[src/hdl/mono_exposure_statistics_top_assert.svh]
// Assertion macros for the mono exposure statistics block.
// Used by the top level; expects clk_i and rst_ni in scope.
`ifndef MONO_EXPOSURE_STATISTICS_TOP_ASSERT_SVH
`define MONO_EXPOSURE_STATISTICS_TOP_ASSERT_SVH

// Condition must never be true at a clock edge outside reset.
`define MES_NEVER(lbl, cond) \
  lbl: assert property (@(posedge clk_i) disable iff (!rst_ni) !(cond)) \
    else $error("mes assertion failed");

// Antecedent in one cycle implies consequent in the next.
`define MES_NEXT(lbl, ante, cons) \
  lbl: assert property (@(posedge clk_i) disable iff (!rst_ni) (ante) |=> (cons)) \
    else $error("mes assertion failed");

`endif

[src/hdl/mes_pkg.sv]
// Shared widths, constants and types of the mono exposure statistics block.
// No dependencies.
package mes_pkg;

  localparam int PIX_W     = 8;
  localparam int CFG_W     = 13;
  localparam int CFG_IDX_W = 1;
  localparam int MEAN_W    = 8;
  localparam int FRAC_W    = 17;
  localparam int TOTAL_W   = 13;
  localparam int STEP_W    = $clog2(FRAC_W);

  localparam int RST_WIDTH  = 640;
  localparam int RST_HEIGHT = 480;

  localparam logic [PIX_W-1:0]  BRIGHT_LEVEL = 8'd240;
  localparam logic [MEAN_W-1:0] DEFAULT_MEAN = 8'd128;

  localparam logic [CFG_IDX_W-1:0] REG_FRAME_WIDTH  = 1'd0;
  localparam logic [CFG_IDX_W-1:0] REG_FRAME_HEIGHT = 1'd1;

  typedef struct packed {
    logic                 we;
    logic [CFG_IDX_W-1:0] idx;
    logic [CFG_W-1:0]     data;
  } cfg_wr_t;

  typedef struct packed {
    logic full;
    logic empty;
  } q_stat_t;

endpackage

[src/hdl/mes_if.sv]
// Stream interfaces of the mono exposure statistics block: pixel and result.
// Depends on mes_pkg.
interface mes_pix_if;
  logic                        valid;
  logic                        ready;
  logic [mes_pkg::PIX_W-1:0]   pixel;
  logic                        frame_start;

  modport source (output valid, output pixel, output frame_start, input ready);
  modport sink (input valid, input pixel, input frame_start, output ready);
endinterface

interface mes_res_if;
  logic                        valid;
  logic                        ready;
  logic [mes_pkg::MEAN_W-1:0]  mean_brightness;
  logic [mes_pkg::FRAC_W-1:0]  bright_fraction;
  logic [mes_pkg::TOTAL_W-1:0] sample_total;
  logic                        has_samples;

  modport source (output valid, output mean_brightness, output bright_fraction,
                  output sample_total, output has_samples, input ready);
  modport sink (input valid, input mean_brightness, input bright_fraction,
                input sample_total, input has_samples, output ready);
endinterface

[src/hdl/mes_front.sv]
// Front end: frame size registers, raster position tracking, grid sampling
// and per-frame accumulation. Depends on mes_pkg and mes_if.
module mes_front #(
  parameter int MAX_DIM      = 4096,
  parameter int GRID_COLUMNS = 40,
  parameter int GRID_LINES   = 30,
  parameter int CNT_W        = 25
) (
  input  logic                 clk_i,
  input  logic                 rst_ni,
  input  mes_pkg::cfg_wr_t     cfg_i,
  mes_pix_if.sink              pix,
  input  mes_pkg::q_stat_t     q_stat_i,
  output logic                 push_o,
  output logic [CNT_W+7:0]     rec_sum_o,
  output logic [CNT_W-1:0]     rec_cnt_o,
  output logic [CNT_W-1:0]     rec_bri_o
);

  localparam int SUM_W = CNT_W + 8;
  localparam int DIM_W = $clog2(MAX_DIM + 1);
  localparam int POS_W = $clog2(MAX_DIM);
  localparam int CMP_W = DIM_W + 1;
  localparam int PRD_W = 2 * DIM_W + 1;
  localparam int XD    = GRID_COLUMNS + 1;
  localparam int YD    = GRID_LINES + 1;
  localparam int XL    = $clog2(XD);
  localparam int YL    = $clog2(YD);
  // Reciprocals exact for every DIM_W-bit dividend
  localparam longint unsigned XM = ((64'd1 << (DIM_W + XL)) + XD - 1) / XD;
  localparam longint unsigned YM = ((64'd1 << (DIM_W + YL)) + YD - 1) / YD;
  localparam int W_RST  = (mes_pkg::RST_WIDTH > MAX_DIM) ? MAX_DIM : mes_pkg::RST_WIDTH;
  localparam int H_RST  = (mes_pkg::RST_HEIGHT > MAX_DIM) ? MAX_DIM : mes_pkg::RST_HEIGHT;
  localparam int XS_RST = W_RST / XD;
  localparam int YS_RST = H_RST / YD;

  logic [DIM_W-1:0] width_q, height_q, xstep_q, ystep_q;
  logic [DIM_W-1:0] width_d, height_d, xstep_d, ystep_d;
  logic [POS_W-1:0] col_q, row_q, col_d, row_d, col_e, row_e;
  logic [DIM_W-1:0] cph_q, rph_q, cph_d, rph_d, cph_e, rph_e, cph_n, rph_n;
  logic [SUM_W-1:0] sum_q, sum_d, sum_e, sum_n;
  logic [CNT_W-1:0] cnt_q, cnt_d, cnt_e, cnt_n;
  logic [CNT_W-1:0] bri_q, bri_d, bri_e, bri_n;
  logic [DIM_W-1:0] cfg_size;
  logic [DIM_W:0]   recip;
  logic [PRD_W-1:0] prod;
  logic [DIM_W-1:0] new_step;
  logic [CMP_W-1:0] col_inc, row_inc, cph_inc, rph_inc;
  logic             take, end_line, end_frame, accept;

  function automatic logic [DIM_W-1:0] clamp_size(input logic [mes_pkg::CFG_W-1:0] v);
    logic [DIM_W-1:0] r;
    if (v == '0) begin
      r = DIM_W'(1);
    end else if (int'(v) > MAX_DIM) begin
      r = DIM_W'(MAX_DIM);
    end else begin
      r = DIM_W'(v);
    end
    return r;
  endfunction

  // Size and step registers: step is taken with the write
  always_comb begin
    width_d  = width_q;
    height_d = height_q;
    xstep_d  = xstep_q;
    ystep_d  = ystep_q;
    cfg_size = clamp_size(cfg_i.data);
    recip    = (cfg_i.idx == mes_pkg::REG_FRAME_HEIGHT) ? (DIM_W + 1)'(YM) : (DIM_W + 1)'(XM);
    prod     = PRD_W'(cfg_size) * PRD_W'(recip);
    new_step = (cfg_i.idx == mes_pkg::REG_FRAME_HEIGHT) ? DIM_W'(prod >> (DIM_W + YL))
                                                        : DIM_W'(prod >> (DIM_W + XL));
    if (cfg_i.we) begin
      unique case (cfg_i.idx)
        mes_pkg::REG_FRAME_WIDTH: begin
          width_d = cfg_size;
          xstep_d = new_step;
        end
        mes_pkg::REG_FRAME_HEIGHT: begin
          height_d = cfg_size;
          ystep_d  = new_step;
        end
        default: ;
      endcase
    end
  end

  assign accept    = pix.valid && pix.ready;
  assign pix.ready = !q_stat_i.full;

  always_comb begin
    // frame_start clears position and sums before the pixel is taken
    col_e = pix.frame_start ? '0 : col_q;
    row_e = pix.frame_start ? '0 : row_q;
    cph_e = pix.frame_start ? '0 : cph_q;
    rph_e = pix.frame_start ? '0 : rph_q;
    sum_e = pix.frame_start ? '0 : sum_q;
    cnt_e = pix.frame_start ? '0 : cnt_q;
    bri_e = pix.frame_start ? '0 : bri_q;

    take  = (xstep_q != '0) && (ystep_q != '0) && (col_e != '0) && (row_e != '0) &&
            (cph_e == '0) && (rph_e == '0);
    sum_n = sum_e + (take ? SUM_W'(pix.pixel) : '0);
    cnt_n = cnt_e + CNT_W'(take);
    bri_n = bri_e + CNT_W'(take && (pix.pixel >= mes_pkg::BRIGHT_LEVEL));

    col_inc   = CMP_W'(col_e) + CMP_W'(1);
    row_inc   = CMP_W'(row_e) + CMP_W'(1);
    end_line  = col_inc >= CMP_W'(width_q);
    end_frame = end_line && (row_inc >= CMP_W'(height_q));

    cph_inc = CMP_W'(cph_e) + CMP_W'(1);
    rph_inc = CMP_W'(rph_e) + CMP_W'(1);
    cph_n   = ((xstep_q == '0) || (cph_inc >= CMP_W'(xstep_q))) ? '0 : DIM_W'(cph_inc);
    rph_n   = ((ystep_q == '0) || (rph_inc >= CMP_W'(ystep_q))) ? '0 : DIM_W'(rph_inc);

    col_d = col_q;
    row_d = row_q;
    cph_d = cph_q;
    rph_d = rph_q;
    sum_d = sum_q;
    cnt_d = cnt_q;
    bri_d = bri_q;
    if (accept) begin
      priority if (end_frame) begin
        col_d = '0;
        row_d = '0;
        cph_d = '0;
        rph_d = '0;
        sum_d = '0;
        cnt_d = '0;
        bri_d = '0;
      end else if (end_line) begin
        col_d = '0;
        cph_d = '0;
        row_d = POS_W'(row_inc);
        rph_d = rph_n;
        sum_d = sum_n;
        cnt_d = cnt_n;
        bri_d = bri_n;
      end else begin
        col_d = POS_W'(col_inc);
        cph_d = cph_n;
        row_d = row_e;
        rph_d = rph_e;
        sum_d = sum_n;
        cnt_d = cnt_n;
        bri_d = bri_n;
      end
    end
  end

  assign push_o    = accept && end_frame;
  assign rec_sum_o = sum_n;
  assign rec_cnt_o = cnt_n;
  assign rec_bri_o = bri_n;

  always_ff @(posedge clk_i or negedge rst_ni) begin
    if (!rst_ni) begin
      width_q  <= DIM_W'(W_RST);
      height_q <= DIM_W'(H_RST);
      xstep_q  <= DIM_W'(XS_RST);
      ystep_q  <= DIM_W'(YS_RST);
      col_q    <= '0;
      row_q    <= '0;
      cph_q    <= '0;
      rph_q    <= '0;
      sum_q    <= '0;
      cnt_q    <= '0;
      bri_q    <= '0;
    end else begin
      width_q  <= width_d;
      height_q <= height_d;
      xstep_q  <= xstep_d;
      ystep_q  <= ystep_d;
      col_q    <= col_d;
      row_q    <= row_d;
      cph_q    <= cph_d;
      rph_q    <= rph_d;
      sum_q    <= sum_d;
      cnt_q    <= cnt_d;
      bri_q    <= bri_d;
    end
  end

endmodule

[src/hdl/mes_queue.sv]
// Two-entry queue of frame totals between front and back end.
// Depends on mes_pkg.
module mes_queue #(
  parameter int DATA_W = 58
) (
  input  logic               clk_i,
  input  logic               rst_ni,
  input  logic               push_i,
  input  logic [DATA_W-1:0]  wdata_i,
  input  logic               pop_i,
  output logic [DATA_W-1:0]  rdata_o,
  output mes_pkg::q_stat_t   stat_o
);

  localparam int DEPTH  = 2;
  localparam int PTR_W  = $clog2(DEPTH);
  localparam int FILL_W = $clog2(DEPTH + 1);

  logic [DATA_W-1:0] mem_q [DEPTH];
  logic [PTR_W-1:0]  wr_ptr_q, rd_ptr_q;
  logic [FILL_W-1:0] fill_q;

  assign rdata_o      = mem_q[rd_ptr_q];
  assign stat_o.full  = (fill_q == FILL_W'(DEPTH));
  assign stat_o.empty = (fill_q == '0);

  always_ff @(posedge clk_i) begin
    if (push_i) begin
      mem_q[wr_ptr_q] <= wdata_i;
    end
  end

  always_ff @(posedge clk_i or negedge rst_ni) begin
    if (!rst_ni) begin
      wr_ptr_q <= '0;
      rd_ptr_q <= '0;
      fill_q   <= '0;
    end else begin
      if (push_i) begin
        wr_ptr_q <= wr_ptr_q + PTR_W'(1);
      end
      if (pop_i) begin
        rd_ptr_q <= rd_ptr_q + PTR_W'(1);
      end
      fill_q <= fill_q + FILL_W'(push_i) - FILL_W'(pop_i);
    end
  end

endmodule

[src/hdl/mes_back.sv]
// Back end: bit-serial division of frame totals into mean and bright share,
// and the result register. Depends on mes_pkg and mes_if.
module mes_back #(
  parameter int CNT_W = 25
) (
  input  logic               clk_i,
  input  logic               rst_ni,
  input  mes_pkg::q_stat_t   q_stat_i,
  output logic               pop_o,
  input  logic [CNT_W+7:0]   rec_sum_i,
  input  logic [CNT_W-1:0]   rec_cnt_i,
  input  logic [CNT_W-1:0]   rec_bri_i,
  mes_res_if.source          res
);

  localparam int REM_W = CNT_W + mes_pkg::FRAC_W;

  typedef enum logic [1:0] {
    ST_IDLE,
    ST_MEAN,
    ST_FRAC,
    ST_EMIT
  } state_e;

  state_e                          state_q;
  logic [REM_W-1:0]                rem_q, dvs_q, rem_sub;
  logic [mes_pkg::FRAC_W-1:0]      quot_q, quot_n;
  logic [mes_pkg::STEP_W-1:0]      step_q;
  logic [CNT_W-1:0]                cnt_q, bri_q;
  logic [mes_pkg::MEAN_W-1:0]      mean_q, res_mean_q;
  logic [mes_pkg::FRAC_W-1:0]      frac_q, res_frac_q;
  logic [mes_pkg::TOTAL_W-1:0]     res_total_q;
  logic                            has_q, res_has_q, valid_q, ge;

  assign pop_o   = (state_q == ST_IDLE) && !q_stat_i.empty;
  assign ge      = rem_q >= dvs_q;
  assign rem_sub = rem_q - dvs_q;
  assign quot_n  = {quot_q[mes_pkg::FRAC_W-2:0], ge};

  assign res.valid           = valid_q;
  assign res.mean_brightness = res_mean_q;
  assign res.bright_fraction = res_frac_q;
  assign res.sample_total    = res_total_q;
  assign res.has_samples     = res_has_q;

  always_ff @(posedge clk_i or negedge rst_ni) begin
    if (!rst_ni) begin
      state_q     <= ST_IDLE;
      rem_q       <= '0;
      dvs_q       <= '0;
      quot_q      <= '0;
      step_q      <= '0;
      cnt_q       <= '0;
      bri_q       <= '0;
      mean_q      <= '0;
      frac_q      <= '0;
      has_q       <= 1'b0;
      valid_q     <= 1'b0;
      res_mean_q  <= '0;
      res_frac_q  <= '0;
      res_total_q <= '0;
      res_has_q   <= 1'b0;
    end else begin
      // drop the result once the beat is taken, unless the next one loads now
      if (valid_q && res.ready && (state_q != ST_EMIT)) begin
        valid_q <= 1'b0;
      end
      unique case (state_q)
        ST_IDLE: begin
          if (pop_o) begin
            cnt_q  <= rec_cnt_i;
            bri_q  <= rec_bri_i;
            quot_q <= '0;
            if (rec_cnt_i == '0) begin
              mean_q  <= mes_pkg::DEFAULT_MEAN;
              frac_q  <= '0;
              has_q   <= 1'b0;
              state_q <= ST_EMIT;
            end else begin
              // mean < 256, so quotient bits start at bit MEAN_W-1
              rem_q   <= REM_W'(rec_sum_i);
              dvs_q   <= REM_W'(rec_cnt_i) << (mes_pkg::MEAN_W - 1);
              step_q  <= mes_pkg::STEP_W'(mes_pkg::MEAN_W - 1);
              has_q   <= 1'b1;
              state_q <= ST_MEAN;
            end
          end
        end
        ST_MEAN: begin
          if (ge) begin
            rem_q <= rem_sub;
          end
          dvs_q  <= dvs_q >> 1;
          quot_q <= quot_n;
          step_q <= step_q - mes_pkg::STEP_W'(1);
          if (step_q == '0) begin
            mean_q  <= quot_n[mes_pkg::MEAN_W-1:0];
            rem_q   <= REM_W'(bri_q) << (mes_pkg::FRAC_W - 1);
            dvs_q   <= REM_W'(cnt_q) << (mes_pkg::FRAC_W - 1);
            quot_q  <= '0;
            step_q  <= mes_pkg::STEP_W'(mes_pkg::FRAC_W - 1);
            state_q <= ST_FRAC;
          end
        end
        ST_FRAC: begin
          if (ge) begin
            rem_q <= rem_sub;
          end
          dvs_q  <= dvs_q >> 1;
          quot_q <= quot_n;
          step_q <= step_q - mes_pkg::STEP_W'(1);
          if (step_q == '0) begin
            frac_q  <= quot_n;
            state_q <= ST_EMIT;
          end
        end
        ST_EMIT: begin
          // hold until the result register is free
          if (!valid_q || res.ready) begin
            valid_q     <= 1'b1;
            res_mean_q  <= mean_q;
            res_frac_q  <= frac_q;
            res_total_q <= mes_pkg::TOTAL_W'(cnt_q);
            res_has_q   <= has_q;
            state_q     <= ST_IDLE;
          end
        end
        default: state_q <= ST_IDLE;
      endcase
    end
  end

endmodule

[src/hdl/mono_exposure_statistics_top.sv]
// Mono exposure statistics: a pixel stream goes in through pix_i, one pixel
// per beat in raster order, frame_start high on column 0 of line 0 of a frame.
// Grid pixels (nonzero multiples of width/(GRID_COLUMNS+1) across and of
// height/(GRID_LINES+1) down) are summed and counted, and those at or above
// 240 counted apart. After the last pixel of a frame one result beat leaves on
// res_o: truncated mean, bright share in Q1.16, sample count and has_samples
// (mean 128 and zeros when nothing was sampled).
// Pixels are taken one per cycle; pix_i.ready drops only while both entries
// of the frame-total queue are full.
// With the back end idle a result goes through popping the queue, the mean and
// then the share in the shared one-bit-per-cycle divider, and loading the
// result register; a frame with no samples skips the divider.
// A stalled res_o holds its beat; the divider then waits with its next result
// and the queue absorbs up to two more frames.
// Reset sets width 640 and height 480 and clears position and totals.
// Frame size registers are written through cfg_we_i/cfg_idx_i/cfg_data_i.
// Depends on mes_pkg, mes_if, mes_front, mes_queue and mes_back.
`include "mono_exposure_statistics_top_assert.svh"

module mono_exposure_statistics_top #(
  parameter int MAX_DIM      = 4096,
  parameter int GRID_COLUMNS = 40,
  parameter int GRID_LINES   = 30
) (
  input  logic                              clk_i,
  input  logic                              rst_ni,
  input  logic                              cfg_we_i,
  input  logic [mes_pkg::CFG_IDX_W-1:0]     cfg_idx_i,
  input  logic [mes_pkg::CFG_W-1:0]         cfg_data_i,
  mes_pix_if.sink                           pix_i,
  mes_res_if.source                         res_o
);

  localparam int CNT_W  = $clog2(MAX_DIM * MAX_DIM + 1);
  localparam int SUM_W  = CNT_W + 8;
  localparam int DATA_W = SUM_W + 2 * CNT_W;

  mes_pkg::cfg_wr_t  cfg;
  mes_pkg::q_stat_t  q_stat;
  logic              push, pop;
  logic [SUM_W-1:0]  f_sum, b_sum;
  logic [CNT_W-1:0]  f_cnt, f_bri, b_cnt, b_bri;
  logic [DATA_W-1:0] q_rdata;

  assign cfg.we   = cfg_we_i;
  assign cfg.idx  = cfg_idx_i;
  assign cfg.data = cfg_data_i;

  mes_front #(
    .MAX_DIM      (MAX_DIM),
    .GRID_COLUMNS (GRID_COLUMNS),
    .GRID_LINES   (GRID_LINES),
    .CNT_W        (CNT_W)
  ) u_front (
    .clk_i     (clk_i),
    .rst_ni    (rst_ni),
    .cfg_i     (cfg),
    .pix       (pix_i),
    .q_stat_i  (q_stat),
    .push_o    (push),
    .rec_sum_o (f_sum),
    .rec_cnt_o (f_cnt),
    .rec_bri_o (f_bri)
  );

  mes_queue #(
    .DATA_W (DATA_W)
  ) u_queue (
    .clk_i   (clk_i),
    .rst_ni  (rst_ni),
    .push_i  (push),
    .wdata_i ({f_sum, f_cnt, f_bri}),
    .pop_i   (pop),
    .rdata_o (q_rdata),
    .stat_o  (q_stat)
  );

  assign b_sum = q_rdata[DATA_W-1 -: SUM_W];
  assign b_cnt = q_rdata[2*CNT_W-1 -: CNT_W];
  assign b_bri = q_rdata[CNT_W-1:0];

  mes_back #(
    .CNT_W (CNT_W)
  ) u_back (
    .clk_i     (clk_i),
    .rst_ni    (rst_ni),
    .q_stat_i  (q_stat),
    .pop_o     (pop),
    .rec_sum_i (b_sum),
    .rec_cnt_i (b_cnt),
    .rec_bri_i (b_bri),
    .res       (res_o)
  );

  `MES_NEVER(a_queue_no_overflow, push && q_stat.full)
  `MES_NEVER(a_queue_flags_exclusive, q_stat.full && q_stat.empty)
  `MES_NEXT(a_pop_then_busy, pop, !pop)
  `MES_NEXT(a_push_lands, push, !q_stat.empty)

endmodule
[src/flat_wrapper.sv]
// flat-port wrapper written by rule: the top's interface ports become plain ports
module mono_exposure_statistics_top_flat 
#(
  parameter int MAX_DIM      = 4096,
  parameter int GRID_COLUMNS = 40,
  parameter int GRID_LINES   = 30
)
  (clk_i, rst_ni, cfg_we_i, cfg_idx_i, cfg_data_i, pix_i_valid, pix_i_pixel, pix_i_frame_start, pix_i_ready, res_o_valid, res_o_mean_brightness, res_o_bright_fraction, res_o_sample_total, res_o_has_samples, res_o_ready);
  mes_pix_if pix_i_i ();
  mes_res_if res_o_i ();
  input  logic clk_i;
  input  logic rst_ni;
  input  logic cfg_we_i;
  input  logic [mes_pkg::CFG_IDX_W-1:0] cfg_idx_i;
  input  logic [mes_pkg::CFG_W-1:0] cfg_data_i;
  input wire logic [$bits(pix_i_i.valid)-1:0] pix_i_valid;
  input wire logic [$bits(pix_i_i.pixel)-1:0] pix_i_pixel;
  input wire logic [$bits(pix_i_i.frame_start)-1:0] pix_i_frame_start;
  output wire logic [$bits(pix_i_i.ready)-1:0] pix_i_ready;
  output wire logic [$bits(res_o_i.valid)-1:0] res_o_valid;
  output wire logic [$bits(res_o_i.mean_brightness)-1:0] res_o_mean_brightness;
  output wire logic [$bits(res_o_i.bright_fraction)-1:0] res_o_bright_fraction;
  output wire logic [$bits(res_o_i.sample_total)-1:0] res_o_sample_total;
  output wire logic [$bits(res_o_i.has_samples)-1:0] res_o_has_samples;
  input wire logic [$bits(res_o_i.ready)-1:0] res_o_ready;
  assign pix_i_i.valid = pix_i_valid;
  assign pix_i_i.pixel = pix_i_pixel;
  assign pix_i_i.frame_start = pix_i_frame_start;
  assign pix_i_ready = pix_i_i.ready;
  assign res_o_valid = res_o_i.valid;
  assign res_o_mean_brightness = res_o_i.mean_brightness;
  assign res_o_bright_fraction = res_o_i.bright_fraction;
  assign res_o_sample_total = res_o_i.sample_total;
  assign res_o_has_samples = res_o_i.has_samples;
  assign res_o_i.ready = res_o_ready;
  mono_exposure_statistics_top #(.MAX_DIM(MAX_DIM), .GRID_COLUMNS(GRID_COLUMNS), .GRID_LINES(GRID_LINES)) u_core (.clk_i(clk_i), .rst_ni(rst_ni), .cfg_we_i(cfg_we_i), .cfg_idx_i(cfg_idx_i), .cfg_data_i(cfg_data_i), .pix_i(pix_i_i), .res_o(res_o_i));
endmodule
[config.mk]
export PLATFORM = sky130hd
export DESIGN_NAME = mono_exposure_statistics_top_flat
export DESIGN_NICKNAME = d
export VERILOG_FILES = /design/src/hdl/mes_pkg.sv /design/src/hdl/mes_if.sv /design/src/hdl/mes_front.sv /design/src/hdl/mes_queue.sv /design/src/hdl/mes_back.sv /design/src/hdl/mono_exposure_statistics_top.sv /design/src/flat_wrapper.sv
export VERILOG_INCLUDE_DIRS = /design/src /design/src/hdl
export SDC_FILE = /design/constraint.sdc
export NUM_CORES = 1
export LEC_CHECK = 0
export CELL_PAD_IN_SITES_DETAIL_PLACEMENT = 0
export CELL_PAD_IN_SITES_GLOBAL_PLACEMENT = 1
export CORE_AREA = 2 2 315 317
export CTS_BUF_LIST = sky130_fd_sc_hd__clkbuf_8
export DETAILED_ROUTE_END_ITERATION = 8
export DIE_AREA = 0 0 317 319
export DONT_BUFFER_PORTS = 1
export GPL_TIMING_DRIVEN = 0
export PLACE_DENSITY_LB_ADDON = 0.1
export SLEW_MARGIN = 10
export SYNTH_ARGS = -nofsm -noshare
export SYNTH_HDL_FRONTEND = slang
export SYNTH_HIERARCHICAL = 1
export SYNTH_SLANG_ARGS = --single-unit
[constraint.sdc]
create_clock -name clk_i -period 7.1 [get_ports clk_i]
set_clock_uncertainty 0.05 [all_clocks]
set_input_delay 1.42 -clock clk_i [delete_from_list [all_inputs] [get_ports clk_i]]
set_output_delay 1.42 -clock clk_i [all_outputs]
set_load 0.02 [all_outputs]
==> reports/results.tsv <==
metric	value	unit
die_area	0.1011	mm²
setup_violations	0	
syn_area	0.03388	mm²
finalNetCount	3749	
path_max_fanout	10	
clock_sink_count	569	
grt_pass1_wl	165.7	mm
design_area	0.03795	mm²
die_x	317	µm
reg2reg_depth	15	
cp-start-kind	input pin	
status	finished clean	
drv_cap	0	
reg2reg_slack	1.91	ns
endpoint_kind	flop	
async_reset_ff_share	70.83	%
relSlewSlack	13.90	%
ant_nets	0	
hold_violations	0	
rsz0062_at_grt	no	
fillCellCount	9732	
yosysSeqAreaShare	44.53	%
ctsRootBufferMaster	clkbuf_8	
power.density	397.9	mW/mm²
clk_pin_slew	0.06	ns
antenna_found_initial	1	
finalCritPeriodShare	95.56	%
synth_area_leaders	dfrtp_1, edfxtp_1, ha_1	
synth-seq-cells	569	
hpwl	83.18	mm
synth_edf_count	166	
gp_congestion	0.9017	
rows	115	
grt_start_max_net_pins	404	
cts_tree	built	
seqCellArea	0.01509	mm²
r2r_end	u_core/u_queue/mem_q[1][24]	
drtIter0Drc	1644	
start_util	34.68	%
viasPerCell	5.260	
worstPathArrival	7.36	ns
max_freq	0.1474	GHz
wirelength	109.2	mm
fin_crit	6.785	ns
portBuffers	0	
die_h	319	µm
grt_pass1_vias	26072	
yosysWarnings	6	
place_area	0.03562	mm²
synth_top_flop_cell	dfrtp_1	
drive_above_1_share	12.62	%
leakage	16.91	nW
vdd_drop_max	0.1872	mV
path_class	in -> reg	
route.detailed.drc	0	
required	7.67	ns
drv_slew	0	
yosys.area.top_type	dfrtp_1	
hp-class	in -> async	
tightest_slew	1.291	ns
multi_input_area	0.01709	mm²
synth.top_cells.by_count	dfrtp_1, nand2_1, inv_1	
synth_most_common_cell	dfrtp_1	
grt_use_total	21.69	%
pin_count	69	
wire_per_inst	22.60	µm
cts_buffers	103	
r2r-start	u_core/u_front/rph_q[6]	
drt-pass1-iter-count	5	
clkLatencyLatePin	0.79	ns
clockBufferDepth	3	
ys_types	90	
grt_remaining_overflow	0	
tns	0	ns
postSynthCellCount	3338	
netlist.area_leader.share	28.73	%
postCtsHoldBufs	0	
vias	25423	
syn-mean-instance-area	10.15	µm²
syn_to_final_growth	12.02	%
h-tree-depth	3	
core	0.09770	mm²
-- cell type report --
| class | count | area share (%) |
|---|---|---|
| Multi-Input combinational cell | 2310 | 45.02 |
| Sequential cell | 569 | 39.75 |
| Clock buffer | 117 | 4.243 |
| Tap cell | 1287 | 4.243 |
| Inverter | 296 | 2.928 |
| Buffer | 167 | 1.995 |
| Clock inverter | 78 | 1.530 |
| Timing Repair Buffer | 6 | 0.2703 |
| Antenna cell | 3 | 0.01978 |
-- kinds of logic (layout without fill, tap and decap cells) --
logic type               after synthesis  in the layout  share of synthesized area (%)
AO/OA/AOI/OAI                        736            736                          14.16
XOR/XNOR                             142            142                          3.715
adder cells (fa/ha/maj)              268            268                          11.47
buffers and inverters                465            664                          5.462
flip-flops                           569            569                          44.53
multiplexers                         182            182                          6.692
other                                  2             11                        0.02217
AND/OR/NAND/NOR                      974            974                          13.94
-- how the worst max path moves through the flow --
| stage | slack (ns) | endpoint | from | cells after the start |
|---|---|---|---|---|
| after floorplan | 0.10 | u_core/u_queue/mem_q[0][0] | pix_i_frame_start | 23 |
| after global placement | -4.07 | u_core/u_queue/mem_q[0][40] | pix_i_frame_start | 22 |
| after detailed placement | -3.20 | u_core/u_front/cnt_q[16] | pix_i_frame_start | 25 |
| after CTS | 0.04 | u_core/u_front/ystep_q[1] | cfg_data_i[12] | 23 |
| after global routing | 0.03 | u_core/u_front/ystep_q[8] | cfg_data_i[12] | 23 |
| final | 0.31 | u_core/u_front/ystep_q[8] | cfg_data_i[12] | 23 |
-- metal layers --
metal  track usage (%)  part of all wire (%)  wire length [µm]
met3             2.874                   3.9              4251
met4             6.876                   2.7              2960
met5                 0                     0                 0
met2             37.46                    49             54060
met1             27.91                    44             47970
-- flip-flops by register name, indices dropped and copies added (netlist names), 16 cells and up --
signal	flops
u_core/u_front/sum_q	33
u_core/u_queue/mem_q	166
u_core/u_front/cnt_q	25
u_core/u_front/bri_q	25
u_core/u_back/dvs_q	41
u_core/u_back/frac_q	17
u_core/u_back/bri_q	25
u_core/u_back/rem_q	42
u_core/u_back/res.bright_fraction	17
u_core/u_back/cnt_q	25
u_core/u_back/quot_q	16
-- report_power, final --
part,total [mW],switching [mW],internal [mW]
clock network,3.30,1.54,1.76
registers,4.47,0.556,3.91
logic,7.33,4.74,2.59
-- worst max-delay path: stages --
cell,delay [ns]
clkbuf_2,0.20
inv_1,0.16
clkbuf_4,0.26
nand2_1,0.19
inv_1,0.25
nand2b_1,0.14
fa_1,0.55
inv_1,0.07
fa_1,0.46
fa_1,0.52
fa_1,0.54
inv_1,0.05
fa_1,0.53
inv_1,0.05
ha_1,0.30
nand4_1,0.14
o21ai_0,0.12
a31oi_1,0.26
o31ai_4,0.20
a221oi_4,0.36
o21ai_0,0.18
xnor2_1,0.27
o21ai_0,0.12
-- cells in the final DEF (no fill, tap or decap), types with 89 or more instances in the layout --
cell      netlist  layout
a21oi_1       146     145
clkbuf_1      133     124
clkbuf_8        0     117
dfrtp_1       389     389
edfxtp_1      166     166
ha_1          197     197
inv_1         295     318
mux2_2        112     112
nand2_1       359     357
nand3_1        89      89
nor2_1        178     175
o21ai_0       239     239
-- metrics by stage --
| step | total power, mW | cells | util (%) | hold WS [ns] | setup WS, ns |
|---|---|---|---|---|---|
| floorplan | 9.270 | 3344 | - | 0.3918 | 0.1047 |
| CTS | 15.19 | 4831 | 38.80 | 0.2630 | 0.03774 |
| finish | 15.10 | 4833 | 38.85 | 0.3239 | 0.3149 |
| detailed placement | 11.75 | 4635 | 36.46 | 0.4128 | -3.195 |
| global placement | 11.70 | 4631 | 36.36 | 0.4062 | -4.065 |
| global route | 16.07 | 4832 | 38.84 | 0.2700 | 0.02852 |
-- repair_timing --
item | 4_1_cts | 5_1_grt
endpoints found under the hold margin | 0 | 0
pin swaps | 1 | 0
gates resized for setup | 22 | 15
endpoints found under the setup margin | 481 | 115
buffers inserted | 2 | 0
(Power assumes the default switching activity.)
